==> src/rtl/ges_pkg.sv <==
// ----------------------------------------------------------------------------
// ges_pkg
// Shared types and constants of the gang EDF job scheduler.
// ----------------------------------------------------------------------------
`timescale 1ns / 1ps
package ges_pkg;
    localparam int NUM_KERNELS = 4;
    localparam int KSLOTS      = 4;
    localparam int IDX_W       = 2;
    localparam int CNT_W       = 3;

    localparam logic [1:0] OP_RELEASE = 2'd0;
    localparam logic [1:0] OP_TICK    = 2'd1;

    localparam logic [1:0] ST_INIT    = 2'd0;
    localparam logic [1:0] ST_READY   = 2'd1;
    localparam logic [1:0] ST_RUNNING = 2'd2;
    localparam logic [1:0] ST_TERM    = 2'd3;

    localparam logic [1:0] STS_OK      = 2'd0;
    localparam logic [1:0] STS_INVALID = 2'd1;
    localparam logic [1:0] STS_BUSY    = 2'd2;
    localparam logic [1:0] STS_FULL    = 2'd3;

    localparam logic [2:0] REG_BUDGET = 3'd0;
    localparam logic [2:0] REG_POLICY = 3'd1;
    localparam logic [2:0] REG_DL0    = 3'd2;
    localparam logic [2:0] REG_DL3    = 3'd5;
    localparam logic [2:0] REG_COST   = 3'd6;

    // job entry: kernel id and priority
    typedef struct packed {
        logic [1:0]  id;
        logic [31:0] prio;
    } job_t;

    typedef enum logic [3:0] {
        S_IDLE, S_REL, S_DRD, S_DCHK, S_PRD, S_IWAIT, S_ISH, S_SEL, S_SELRD,
        S_FIN, S_OUT
    } state_t;
endpackage

==> src/rtl/ges_ram.sv <==
// ----------------------------------------------------------------------------
// ges_ram
// Single-port-write, single-read job memory with registered read data.
// ----------------------------------------------------------------------------
`timescale 1ns / 1ps
module ges_ram import ges_pkg::*; (
    input  logic             aclk,
    input  logic             we,
    input  logic [IDX_W-1:0] waddr,
    input  job_t             wdata,
    input  logic [IDX_W-1:0] raddr,
    output job_t             rdata
);
    job_t mem [KSLOTS];

    // write port and registered read port
    always_ff @(posedge aclk) begin
        if (we) begin
            mem[waddr] <= wdata;
        end
        rdata <= mem[raddr];
    end
endmodule

==> src/rtl/gang_edf_job_scheduler_core.sv <==
// ----------------------------------------------------------------------------
// gang_edf_job_scheduler_core
// Gang scheduler: release, schedule tick and query over a sorted job list.
// ----------------------------------------------------------------------------
// One item is processed at a time. A tick walks the job list held in a
// registered-read memory: it drops terminated jobs, inserts each pending job
// in sorted order and then makes the selection. The result waits in an
// output register and the next item is taken once it is delivered.
`timescale 1ns / 1ps
module gang_edf_job_scheduler_core import ges_pkg::*; (
    input  logic        aclk,
    input  logic        aresetn,
    input  logic        cfg_we,
    input  logic [2:0]  cfg_index,
    input  logic [31:0] cfg_data,
    input  logic        s_valid,
    output logic        s_ready,
    input  logic [1:0]  s_opcode,
    input  logic [2:0]  s_kernel_id,
    input  logic [31:0] s_now_time,
    input  logic [3:0]  s_terminated_mask,
    input  logic [3:0]  s_preempted_mask,
    output logic        m_valid,
    input  logic        m_ready,
    output logic [1:0]  m_status,
    output logic [1:0]  m_kernel_state,
    output logic [3:0]  m_run_mask,
    output logic [3:0]  m_started_mask,
    output logic [3:0]  m_stopped_mask,
    output logic [2:0]  m_active_count
);
    // configuration
    logic [7:0]  budget_reg;
    logic        policy_reg;
    logic [31:0] dl_reg [KSLOTS];
    logic [31:0] cost_reg;

    always_ff @(posedge aclk) begin
        if (!aresetn) begin
            budget_reg <= '0;
            policy_reg <= 1'b0;
            dl_reg[0]  <= 32'd10000;
            dl_reg[1]  <= 32'd100000;
            dl_reg[2]  <= 32'd200000;
            dl_reg[3]  <= 32'd200000;
            cost_reg   <= '0;
        end else if (cfg_we) begin
            case (cfg_index)
                REG_BUDGET: budget_reg <= cfg_data[7:0];
                REG_POLICY: policy_reg <= cfg_data[0];
                REG_COST:   cost_reg   <= cfg_data;
                default: begin
                    if (cfg_index >= REG_DL0 && cfg_index <= REG_DL3) begin
                        dl_reg[IDX_W'(cfg_index - REG_DL0)] <= cfg_data;
                    end
                end
            endcase
        end
    end

    // state registers
    state_t      state_reg, state_next;
    logic [CNT_W-1:0] jcnt_reg, jcnt_next, pcnt_reg, pcnt_next;
    logic [1:0]  kst_reg [KSLOTS];
    logic [1:0]  kst_next [KSLOTS];
    logic [3:0]  run_reg, run_next;
    logic [CNT_W-1:0] i_reg, i_next, w_reg, w_next;
    logic [7:0]  used_reg, used_next;
    logic [3:0]  sel_reg, sel_next;
    logic [1:0]  op_reg;
    logic [2:0]  kid_reg;
    logic [31:0] now_reg;
    logic [3:0]  term_reg, pre_reg;
    logic [1:0]  sts_reg, sts_next;
    job_t        ins_reg, ins_next;
    logic [3:0]  started_reg, started_next, stopped_reg, stopped_next;

    // memories: job list and pending stack
    logic        lwe, pwe;
    logic [IDX_W-1:0] lwa, lra, pwa, pra;
    job_t        lwd, pwd, lrd, prd;

    ges_ram u_list (.aclk(aclk), .we(lwe), .waddr(lwa), .wdata(lwd), .raddr(lra),
                    .rdata(lrd));
    ges_ram u_pend (.aclk(aclk), .we(pwe), .waddr(pwa), .wdata(pwd), .raddr(pra),
                    .rdata(prd));

    function automatic logic s_kid_ok(input logic [2:0] k);
        return k < 3'(NUM_KERNELS);
    endfunction

    logic        kvalid;
    logic [1:0]  kidx;
    logic [7:0]  jcost;
    logic [8:0]  sum;
    assign kvalid = s_kid_ok(kid_reg);
    assign kidx   = kid_reg[1:0];
    assign jcost  = cost_reg[8*lrd.id +: 8];
    assign sum    = {1'b0, used_reg} + {1'b0, jcost};

    // next-state and datapath
    always_comb begin
        state_next   = state_reg;
        jcnt_next    = jcnt_reg;
        pcnt_next    = pcnt_reg;
        kst_next     = kst_reg;
        run_next     = run_reg;
        i_next       = i_reg;
        w_next       = w_reg;
        used_next    = used_reg;
        sel_next     = sel_reg;
        sts_next     = sts_reg;
        ins_next     = ins_reg;
        started_next = started_reg;
        stopped_next = stopped_reg;
        lwe = 1'b0; lwa = w_reg[IDX_W-1:0]; lwd = lrd;
        lra = i_reg[IDX_W-1:0];
        pwe = 1'b0; pwa = pcnt_reg[IDX_W-1:0]; pwd = ins_reg;
        pra = IDX_W'(pcnt_reg - 3'd1);
        case (state_reg)
            S_IDLE: begin
                if (s_valid) begin
                    sts_next = STS_OK;
                    started_next = '0;
                    stopped_next = '0;
                    i_next = '0;
                    w_next = '0;
                    state_next = (s_opcode == OP_RELEASE) ? S_REL :
                                 (s_opcode == OP_TICK) ? S_DRD : S_FIN;
                end
            end
            S_REL: begin
                if (!kvalid) begin
                    sts_next = STS_INVALID;
                end else if (kst_reg[kidx] == ST_READY || kst_reg[kidx] == ST_RUNNING) begin
                    sts_next = STS_BUSY;
                end else if (pcnt_reg >= 3'(NUM_KERNELS)) begin
                    sts_next = STS_FULL;
                end else begin
                    pwe = 1'b1;
                    pwd.id = kidx;
                    pwd.prio = policy_reg ? dl_reg[kidx] : now_reg + dl_reg[kidx];
                    kst_next[kidx] = ST_READY;
                    pcnt_next = pcnt_reg + 3'd1;
                end
                state_next = S_FIN;
            end
            // drop pass: read entry i, compact into position w
            S_DRD: begin
                state_next = (i_reg < jcnt_reg) ? S_DCHK : S_PRD;
                if (i_reg >= jcnt_reg) begin
                    jcnt_next = w_reg;
                end
            end
            S_DCHK: begin
                if (term_reg[lrd.id]) begin
                    kst_next[lrd.id] = ST_TERM;
                    run_next[lrd.id] = 1'b0;
                end else begin
                    if (pre_reg[lrd.id]) begin
                        kst_next[lrd.id] = ST_READY;
                        run_next[lrd.id] = 1'b0;
                    end
                    lwe = 1'b1;
                    w_next = w_reg + 3'd1;
                end
                i_next = i_reg + 3'd1;
                state_next = S_DRD;
            end
            // pop one pending job; pra already addresses the top
            S_PRD: begin
                if (pcnt_reg == '0) begin
                    i_next = '0;
                    used_next = '0;
                    sel_next = '0;
                    state_next = S_SEL;
                end else begin
                    state_next = S_IWAIT;
                end
            end
            S_IWAIT: begin
                ins_next = prd;
                pcnt_next = pcnt_reg - 3'd1;
                if (jcnt_reg >= 3'(NUM_KERNELS)) begin
                    sts_next = STS_FULL;
                    state_next = S_PRD;
                end else begin
                    i_next = jcnt_reg;
                    w_next = '0;
                    state_next = S_ISH;
                end
            end
            // shift up while entry i-1 has priority >= new one
            S_ISH: begin
                lra = IDX_W'(i_reg - 3'd1);
                if (i_reg == '0) begin
                    lwe = 1'b1; lwa = '0; lwd = ins_reg;
                    jcnt_next = jcnt_reg + 3'd1;
                    state_next = S_PRD;
                end else if (w_reg[0]) begin
                    w_next = '0;
                    if (lrd.prio >= ins_reg.prio) begin
                        lwe = 1'b1; lwa = i_reg[IDX_W-1:0]; lwd = lrd;
                        i_next = i_reg - 3'd1;
                    end else begin
                        lwe = 1'b1; lwa = i_reg[IDX_W-1:0]; lwd = ins_reg;
                        jcnt_next = jcnt_reg + 3'd1;
                        state_next = S_PRD;
                    end
                end else begin
                    w_next = 3'd1;
                end
            end
            S_SEL: begin
                if (i_reg < jcnt_reg && used_reg < budget_reg) begin
                    state_next = S_SELRD;
                end else begin
                    started_next = sel_reg & ~run_reg;
                    stopped_next = run_reg & ~sel_reg;
                    for (int k = 0; k < KSLOTS; k++) begin
                        if (sel_reg[k] && !run_reg[k]) kst_next[k] = ST_RUNNING;
                        if (run_reg[k] && !sel_reg[k]) kst_next[k] = ST_READY;
                    end
                    run_next = sel_reg;
                    state_next = S_FIN;
                end
            end
            S_SELRD: begin
                if (sum <= {1'b0, budget_reg}) begin
                    used_next = sum[7:0];
                    sel_next[lrd.id] = 1'b1;
                end
                i_next = i_reg + 3'd1;
                state_next = S_SEL;
            end
            S_FIN: begin
                if (op_reg != OP_TICK && op_reg != OP_RELEASE && !kvalid) begin
                    sts_next = STS_INVALID;
                end
                state_next = S_OUT;
            end
            S_OUT: begin
                if (m_ready) state_next = S_IDLE;
            end
            default: state_next = S_IDLE;
        endcase
    end

    always_ff @(posedge aclk) begin
        if (!aresetn) begin
            state_reg <= S_IDLE;
            jcnt_reg  <= '0;
            pcnt_reg  <= '0;
            run_reg   <= '0;
            for (int k = 0; k < KSLOTS; k++) kst_reg[k] <= ST_INIT;
        end else begin
            state_reg <= state_next;
            jcnt_reg  <= jcnt_next;
            pcnt_reg  <= pcnt_next;
            run_reg   <= run_next;
            kst_reg   <= kst_next;
        end
    end

    // payload registers
    always_ff @(posedge aclk) begin
        i_reg <= i_next; w_reg <= w_next; used_reg <= used_next; sel_reg <= sel_next;
        sts_reg <= sts_next; ins_reg <= ins_next;
        started_reg <= started_next; stopped_reg <= stopped_next;
        if (state_reg == S_IDLE && s_valid) begin
            op_reg <= s_opcode; kid_reg <= s_kernel_id; now_reg <= s_now_time;
            term_reg <= s_terminated_mask; pre_reg <= s_preempted_mask;
        end
    end

    // outputs
    assign s_ready        = (state_reg == S_IDLE);
    assign m_valid        = (state_reg == S_OUT);
    assign m_status       = sts_reg;
    assign m_kernel_state = kvalid ? kst_reg[kidx] : ST_INIT;
    assign m_run_mask     = run_reg;
    assign m_started_mask = started_reg;
    assign m_stopped_mask = stopped_reg;
    assign m_active_count = jcnt_reg;
endmodule

==> config.mk <==
export PLATFORM = sky130hd
export DESIGN_NAME = gang_edf_job_scheduler_core
export DESIGN_NICKNAME = d
export VERILOG_FILES = /design/src/rtl/ges_pkg.sv /design/src/rtl/ges_ram.sv /design/src/rtl/gang_edf_job_scheduler_core.sv
export SDC_FILE = /design/constraint.sdc
export NUM_CORES = 1
export LEC_CHECK = 0
export CORE_AREA = 2 2 269 271
export DETAILED_ROUTE_END_ITERATION = 10
export DIE_AREA = 0 0 271 273
export DONT_BUFFER_PORTS = 1
export SYNTH_ARGS = -nofsm -noshare
export SYNTH_HDL_FRONTEND = slang
export SYNTH_SLANG_ARGS = --single-unit
==> constraint.sdc <==
create_clock -name aclk -period 7.6 [get_ports aclk]
set_clock_uncertainty 0.2 [all_clocks]
set_input_delay 0.38 -clock aclk [delete_from_list [all_inputs] [get_ports aclk]]
set_output_delay 0.38 -clock aclk [all_outputs]
set_load 0.01 [all_outputs]
==> results.cfg, run 1 <==
[sta]
fmax_mhz = 207
setup_viol = 0
fin_crit_sh_pct = 63.7
tns_ns = 0
rsz0062_at_grt = no
tightestPinTransition_ns = 1.19
maxSlewHeadroom_pct = 20.4
slew_viol_final = 0
fin_crit_ns = 4.84
hold_viol = 0

[placement]
io_buffers = 0
dp_hpwl_um = 43700
finalWeightedCongestion = 0.883
placedCellCount = 2866

[layout]
layout-drive-gt1-share_pct = 14.8
nets = 2270
syn_to_final_growth_pct = 15.2
fin_cells = 3079

[global_routing]
antenna_found_initial = 3
first_global_vias = 17000
grt.total_usage_pct = 18.1
grt_overflow_total = 0
grt_max_degree = 60
grt_pass1_wl_um = 102000

[floorplanning]
fp-row-count = 98
die_y_um = 273
start_util_pct = 39.7
core_area_sq_um = 71000
dieArea_sq_um = 74000
ios = 106
fp.dieW_um = 271

[yosys]
netlist_instances = 1979
synth_top_area_share_pct = 53.9
post_synth.cell_area_avg_sq_um = 14.2
synthesis.area_sq_um = 28200
ys_types = 71
synthArstFlopShare_pct = 0
syn_nets = 2175
ys_seq_area_share_pct = 63.3
synth_edf_count = 506
yosys-top-cells-count = 506 x edfxtp_1, 155 x nand2_1, 133 x dfxtp_1, 127 x and2_1, 112 x mux4_2
yosysWarnings = 0
synth-seq-cells = 639
ys.flop_type = edfxtp_1
netlist.top_cell.by_area = edfxtp_1
synth.area.top_cells = edfxtp_1 54%, dfxtp_1 9.4%, mux4_2 8.9%
synth.most_common_cell = edfxtp_1

[job]
cap_viol_max_count = 0

[worst_setup_path]
reg2reg_to = u_pend.mem[3][30]
endpoint = u_pend.mem[3][30]
cp.arrival_ns = 5.05
required_ns = 7.81
crit_chain = mux4_2 -> ha_1 -> fa_1 -> a211oi_1 -> o21ai_0 -> a211oi_1 -> o21bai_1 -> a21oi_1 -> o21ai_0 -> a21oi_1 -> xnor2_1 -> a2bb2oi_1
rrSetupSlack_ns = 2.76
slowest_stage = dfxtp_2
reg2reg_depth = 12
crit_type = reg2reg
crit_fanout = 18
cp-end-kind = register
critPathLaunchType = register
slowest_delay_ns = 0.76

[pwr]
leakagePower_nw = 11.3
power_density_nw_per_um2 = 359
peakVddDrop_mv = 0.228

[clocking]
cts.path.max_buffers = 3
htree_levels = 3
post-cts-setup-buffers = 0
root_buffer = clkbuf_16
clock_sinks = 639
cts_tree = yes
cts_inserted_buffers = 67
clock_latency_ns = 0.61
path_clk_slew_ns = 0.06

[min_path]
hold_class = in2reg
min-delay-start = s_opcode[1]

[run_status]
status = finished clean

[drt]
first_pass_iters = 5
vias = 16500
drc = 0
ant_nets = 0
wirelength_um = 66700
wl_per_cell_um = 21.7
drt_iter0_drc = 1322
viasPerCell = 5.37
==> metrics by stage <==
| stage | hold WS (ns) | area, sq um | power, mW | util (%) | worst slack, ns |
|---|---|---|---|---|---|
| after floorplan | 0.186 | 28200 | 7.34 | - | 3.18 |
| after global placement | 0.187 | 29300 | 8.26 | 41.3 | 2.88 |
| after detailed placement | 0.189 | 29300 | 8.32 | 41.3 | 2.77 |
| after CTS | 0.00821 | 32500 | 11.8 | 45.8 | 2.76 |
| after global routing | 0.0669 | 32500 | 12.3 | 45.8 | 2.47 |
| final | 0.0362 | 32500 | 11.7 | 45.8 | 2.76 |
==> worst max-delay path, delay by kind of cell (launching register included) <==
| kind | cells | cell delay (ns) |
|---|---|---|
| XOR/XNOR | 1 | 0.14 |
| flip-flops | 1 | 0.76 |
| multiplexers | 1 | 0.60 |
| AO/OA/AOI/OAI | 8 | 2.26 |
| adder cells (fa/ha/maj) | 2 | 0.65 |
==> report_power, final <==
part           switching (mW)  internal (mW)
clock network            1.36           2.00
logic                    1.99           1.47
registers               0.343           4.50
total                    3.70           7.97
==> timing repair <==
action                                  4_1_cts  5_1_grt
hold buffers                                 89        0
hold endpoints to repair                    241        0
resized for setup                             0        0
endpoints found under the setup margin        0        0
==> kinds of logic after synthesis <==
logic type / after synthesis / synth area share (%)
xor+xnor: 31 / 0.963
mux: 163 / 10.9
simple gates: 501 / 9.07
compound gates: 360 / 8.30
flops: 639 / 63.3
fa+ha+maj: 111 / 4.98
buf+inv: 174 / 2.40
==> worst min path at each step <==
stage,to,depth (start not counted)
finish,state_reg[0],5
detailed placement,ins_reg[10],0
CTS,state_reg[0],5
global placement,ins_reg[2],0
floorplan,ins_reg[0],0
global route,state_reg[0],3
==> cells in the final DEF, fill, tap and decap left out, types with 7 or more instances in the layout <==
cell,netlist,final
edfxtp_1,506,506
nand2_1,155,155
dfxtp_1,133,131
and2_1,127,126
mux4_2,112,112
ha_1,109,108
a21oi_1,97,94
dlygate4sd3_1,0,88
inv_1,82,81
clkbuf_16,0,68
nor2_1,68,65
o21ai_0,68,65
a21boi_0,50,50
mux2_2,39,39
nand2b_1,31,30
a21o_1,28,28
buf_4,0,28
xnor2_1,24,24
a211oi_1,22,22
nor2b_1,21,21
nand3_1,21,21
clkbuf_1,66,20
nor3_1,19,19
o21bai_1,16,16
and3_1,14,14
o21a_1,14,14
or3_1,13,13
o22ai_1,13,13
nand4_1,12,12
mux2i_1,12,12
clkinv_2,0,10
bufinv_16,0,9
o211ai_1,8,8
xor2_1,7,7
==> per-layer routing <==
layer | vias to the layer above | GRT usage, % | part of all wire [%]
met3 | 141 | 3.33 | 5.4
met1 | 8284 | 23.7 | 43
met2 | 453 | 29.5 | 47
li1 | 7646 | - | -
met4 | 4 | 8.43 | 4.2
met5 | - | 0 | 0.033
==> final cells by class <==
type | count | area (sq um)
Clock inverter | 32 | 433
Multi-Input combinational cell | 1166 | 9760
Clock buffer | 91 | 1820
Timing Repair Buffer | 117 | 1110
Sequential cell | 639 | 17900
Antenna cell | 1 | 2.50
Inverter | 83 | 312
Fill cell | 6229 | 38500
Tap cell | 950 | 1190
Note: power is estimated with default switching activity, not from simulation.
==> run 2: changes to the inputs <==
--- a/config.mk
+++ b/config.mk
@@ -5,9 +5,10 @@
 export SDC_FILE = /design/constraint.sdc
 export NUM_CORES = 1
 export LEC_CHECK = 0
-export CORE_AREA = 2 2 269 271
+export ABC_AREA = 1
+export CORE_AREA = 2 2 272 274
 export DETAILED_ROUTE_END_ITERATION = 10
-export DIE_AREA = 0 0 271 273
+export DIE_AREA = 0 0 274 276
 export DONT_BUFFER_PORTS = 1
 export SYNTH_ARGS = -nofsm -noshare
 export SYNTH_HDL_FRONTEND = slang
==> constraint.sdc (replaced) <==
create_clock -name aclk -period 3.9 [get_ports aclk]
set_clock_uncertainty 0.2 [all_clocks]
set_input_delay 0.195 -clock aclk [delete_from_list [all_inputs] [get_ports aclk]]
set_output_delay 0.195 -clock aclk [all_outputs]
set_load 0.01 [all_outputs]
==> run 2 against run 1 <==
Compared with the run above: clock power rose by 99%; highest routed layer unchanged; synthesized cell count up 40%; die area is 2.2% higher; setup slack lost 2.7 ns; non-clock buffer count increased by 92; global-route usage grew 2.5 points; sequential cell count unchanged; final cell count is 28% higher; register-to-register slack got worse by 2.7 ns; wire length rose by 17%.
==> results.cfg, run 2 <==
[run_status]
status = finished clean

[sta]
maxSlewHeadroom_pct = 27.8
rsz0062_at_grt = yes
hold_viol = 0
slew_viol_final = 0
fin_crit_ns = 3.79
fin_crit_sh_pct = 97.3
layout_setup_ws_ns = 0.107
fmax_mhz = 264
setup_viol = 0
tightestPinTransition_ns = 1.08

[clocking]
cts_tree = yes
htree_levels = 3
path_clk_slew_ns = 0.06
cts.path.max_buffers = 3
clock_latency_ns = 0.63
root_buffer = clkbuf_16
clock_sinks = 639
cts_inserted_buffers = 70

[pwr]
peakVddDrop_mv = 0.400
power_density_nw_per_um2 = 762
power_mw = 26.0
leakagePower_nw = 13.2

[floorplanning]
ios = 106
die_y_um = 276
dieArea_sq_um = 75600
core_area_sq_um = 72600
fp.dieW_um = 274
fp-row-count = 99
start_util_pct = 39.7

[drt]
wl_per_cell_um = 19.7
drt_iter0_drc = 1635
first_pass_iters = 6
wirelength_um = 78000
drc = 0
vias = 20900
viasPerCell = 5.28
ant_nets = 0

[worst_setup_path]
crit_fanout = 6
reg2reg_depth = 20
crit_type = reg2reg
slowest_delay_ns = 0.37
slowest_stage = dfxtp_4
critPathLaunchType = register
cp_common_cell = nand2_1
cp.arrival_ns = 3.93
worstReg2RegStart = u_list.rdata[32]
rrSetupSlack_ns = 0.11
cp-end-kind = register
cp-startpoint = u_list.rdata[32]
required_ns = 4.04
reg2reg_to = used_reg[2]
crit_chain = inv_4 -> nor2_4 -> a22oi_2 -> nand3_2 -> ha_4 -> fa_2 -> nand2_1 -> inv_1 -> o21ai_1 -> and2_4 -> o21ai_2 -> a21o_1 -> xor2_2 -> ha_1 -> a21oi_1 -> nand2_1 -> a21oi_2 -> o211ai_1 -> nand2_2 -> clkbuf_16

[yosys]
post_synth.cell_area_avg_sq_um = 10.4
synth_top_area_share_pct = 52.7
yosysWarnings = 0
netlist_instances = 2772
synth.area.top_cells = edfxtp_1 53%, dfxtp_1 9.2%, o21ai_0 5.1%
synthArstFlopShare_pct = 0
synth.most_common_cell = edfxtp_1
ys.flop_type = edfxtp_1
netlist.top_cell.by_area = edfxtp_1
synth_edf_count = 506
yosys-top-cells-count = 506 x edfxtp_1, 391 x nor2_1, 375 x nand2_1, 296 x o21ai_0, 252 x inv_1
ys_types = 53
synthesis.area_sq_um = 28900
ys_seq_area_share_pct = 61.9
syn_nets = 2968
synth-seq-cells = 639

[global_routing]
antenna_found_initial = 4
first_global_vias = 20900
grt_max_degree = 72
grt_overflow_total = 0
grt.total_usage_pct = 20.6
grt_pass1_wl_um = 121000

[layout]
fin_cells = 3956
final_common_cell = edfxtp_1
nets = 3139
final_cell_mix = 506 x edfxtp_1, 385 x nor2_1, 369 x nand2_1
layout-drive-gt1-share_pct = 10.4
fillCellCount = 6651
syn_to_final_growth_pct = 18.3

[placement]
placedCellCount = 3691
post-place-ws_ns = 0.0415
io_buffers = 0
dp_hpwl_um = 51800
finalWeightedCongestion = 0.933

[job]
cap_viol_max_count = 0

[min_path]
whs_endpoint = now_reg[4]
min-delay-start = s_now_time[4]
hold_class = in2reg
hold_depth = 1
-- run 2: cell count changes after synthesis, sizes merged, moves of 41 or more --
| cell | change |
|---|---|
| inv | +182 |
| and2 | -125 |
| o22ai | +57 |
| a21boi | -50 |
| mux4 | -112 |
| nand2 | +224 |
| nor2 | +351 |
| o21ai | +247 |
| nand3 | +50 |
| a21oi | +41 |
-- run 2: kinds of logic (layout without fill, tap and decap cells) --
logic type	Yosys count	after routing	share of synthesized area, %
AO/OA/AOI/OAI	624	624	12.2
multiplexers	34	34	1.18
XOR/XNOR	24	24	0.729
buffers and inverters	378	601	5.15
AND/OR/NAND/NOR	962	962	14.0
adder cells (fa/ha/maj)	111	111	4.87
flip-flops	639	639	61.9
other	0	2	0
-- run 2: worst max-delay path, delay by kind of cell, from the launching register on --
kind	cells	cell delay [ns]
AO/OA/AOI/OAI	7	0.96
XOR/XNOR	1	0.16
adder cells (fa/ha/maj)	3	0.85
buffers and inverters	3	0.30
flip-flops	1	0.37
AND/OR/NAND/NOR	6	0.66
-- run 2: where the power goes --
part / internal, mW / total, mW / switching [mW]
clock network: 3.94 / 6.69 / 2.75
logic: 3.34 / 9.90 / 6.56
registers: 8.87 / 9.41 / 0.542
total: 16.2 / 26.0 / 9.85
-- run 2: what timing repair did --
item | 4_1_cts | 5_1_grt
hold endpoints to repair | 286 | 0
resized for setup | 0 | 38
buffers inserted | 0 | 2
hold buffers | 136 | 0
endpoints found under the setup margin | 0 | 12
-- run 2: metrics by stage --
step / utilization (%) / hold slack [ns] / TNS, ns / area (sq um)
floorplan: - / 0.0939 / -45.64 / 28900
global placement: 41.7 / 0.0939 / 0 / 30300
detailed placement: 41.7 / 0.0939 / 0 / 30300
CTS: 46.8 / 0.0000678 / 0 / 34000
global route: 47.0 / 0.00116 / -1.14 / 34100
finish: 47.0 / 0.0159 / 0 / 34100
-- run 2: per-layer routing --
layer | vias up | global-route usage, % | part of all wire [%]
met5 | - | 0 | 0.032
met4 | 4 | 6.13 | 2.6
met3 | 136 | 3.23 | 5.2
met2 | 631 | 35.1 | 49
met1 | 10100 | 27.0 | 43
li1 | 9988 | - | -
-- run 2: worst max-delay path by stage --
| stage | end | slack [ns] | depth (start not counted) |
|---|---|---|---|
| 5_1_grt | used_reg[2] | -0.11 | 22 |
| 6_report | used_reg[2] | 0.11 | 20 |
| 3_3_place_gp | sel_reg[1] | 0.07 | 22 |
| 4_1_cts | sel_reg[1] | 0.01 | 22 |
| 3_5_place_dp | used_reg[1] | 0.04 | 22 |
| 2_1_floorplan | u_list.mem[1][0] | -0.34 | 9 |
-- run 2: area by class of cell --
cell class,instances,area (sq um),share of cell area (%)
multi-input cells,1755,9710,28.4
flip-flops and latches,639,17900,52.4
clock buffers,90,1910,5.59
inverters,268,1010,2.96
diodes,2,5.00,0.0147
well taps,959,1200,3.52
repair buffers,209,2020,5.93
clock inverters,34,408,1.20
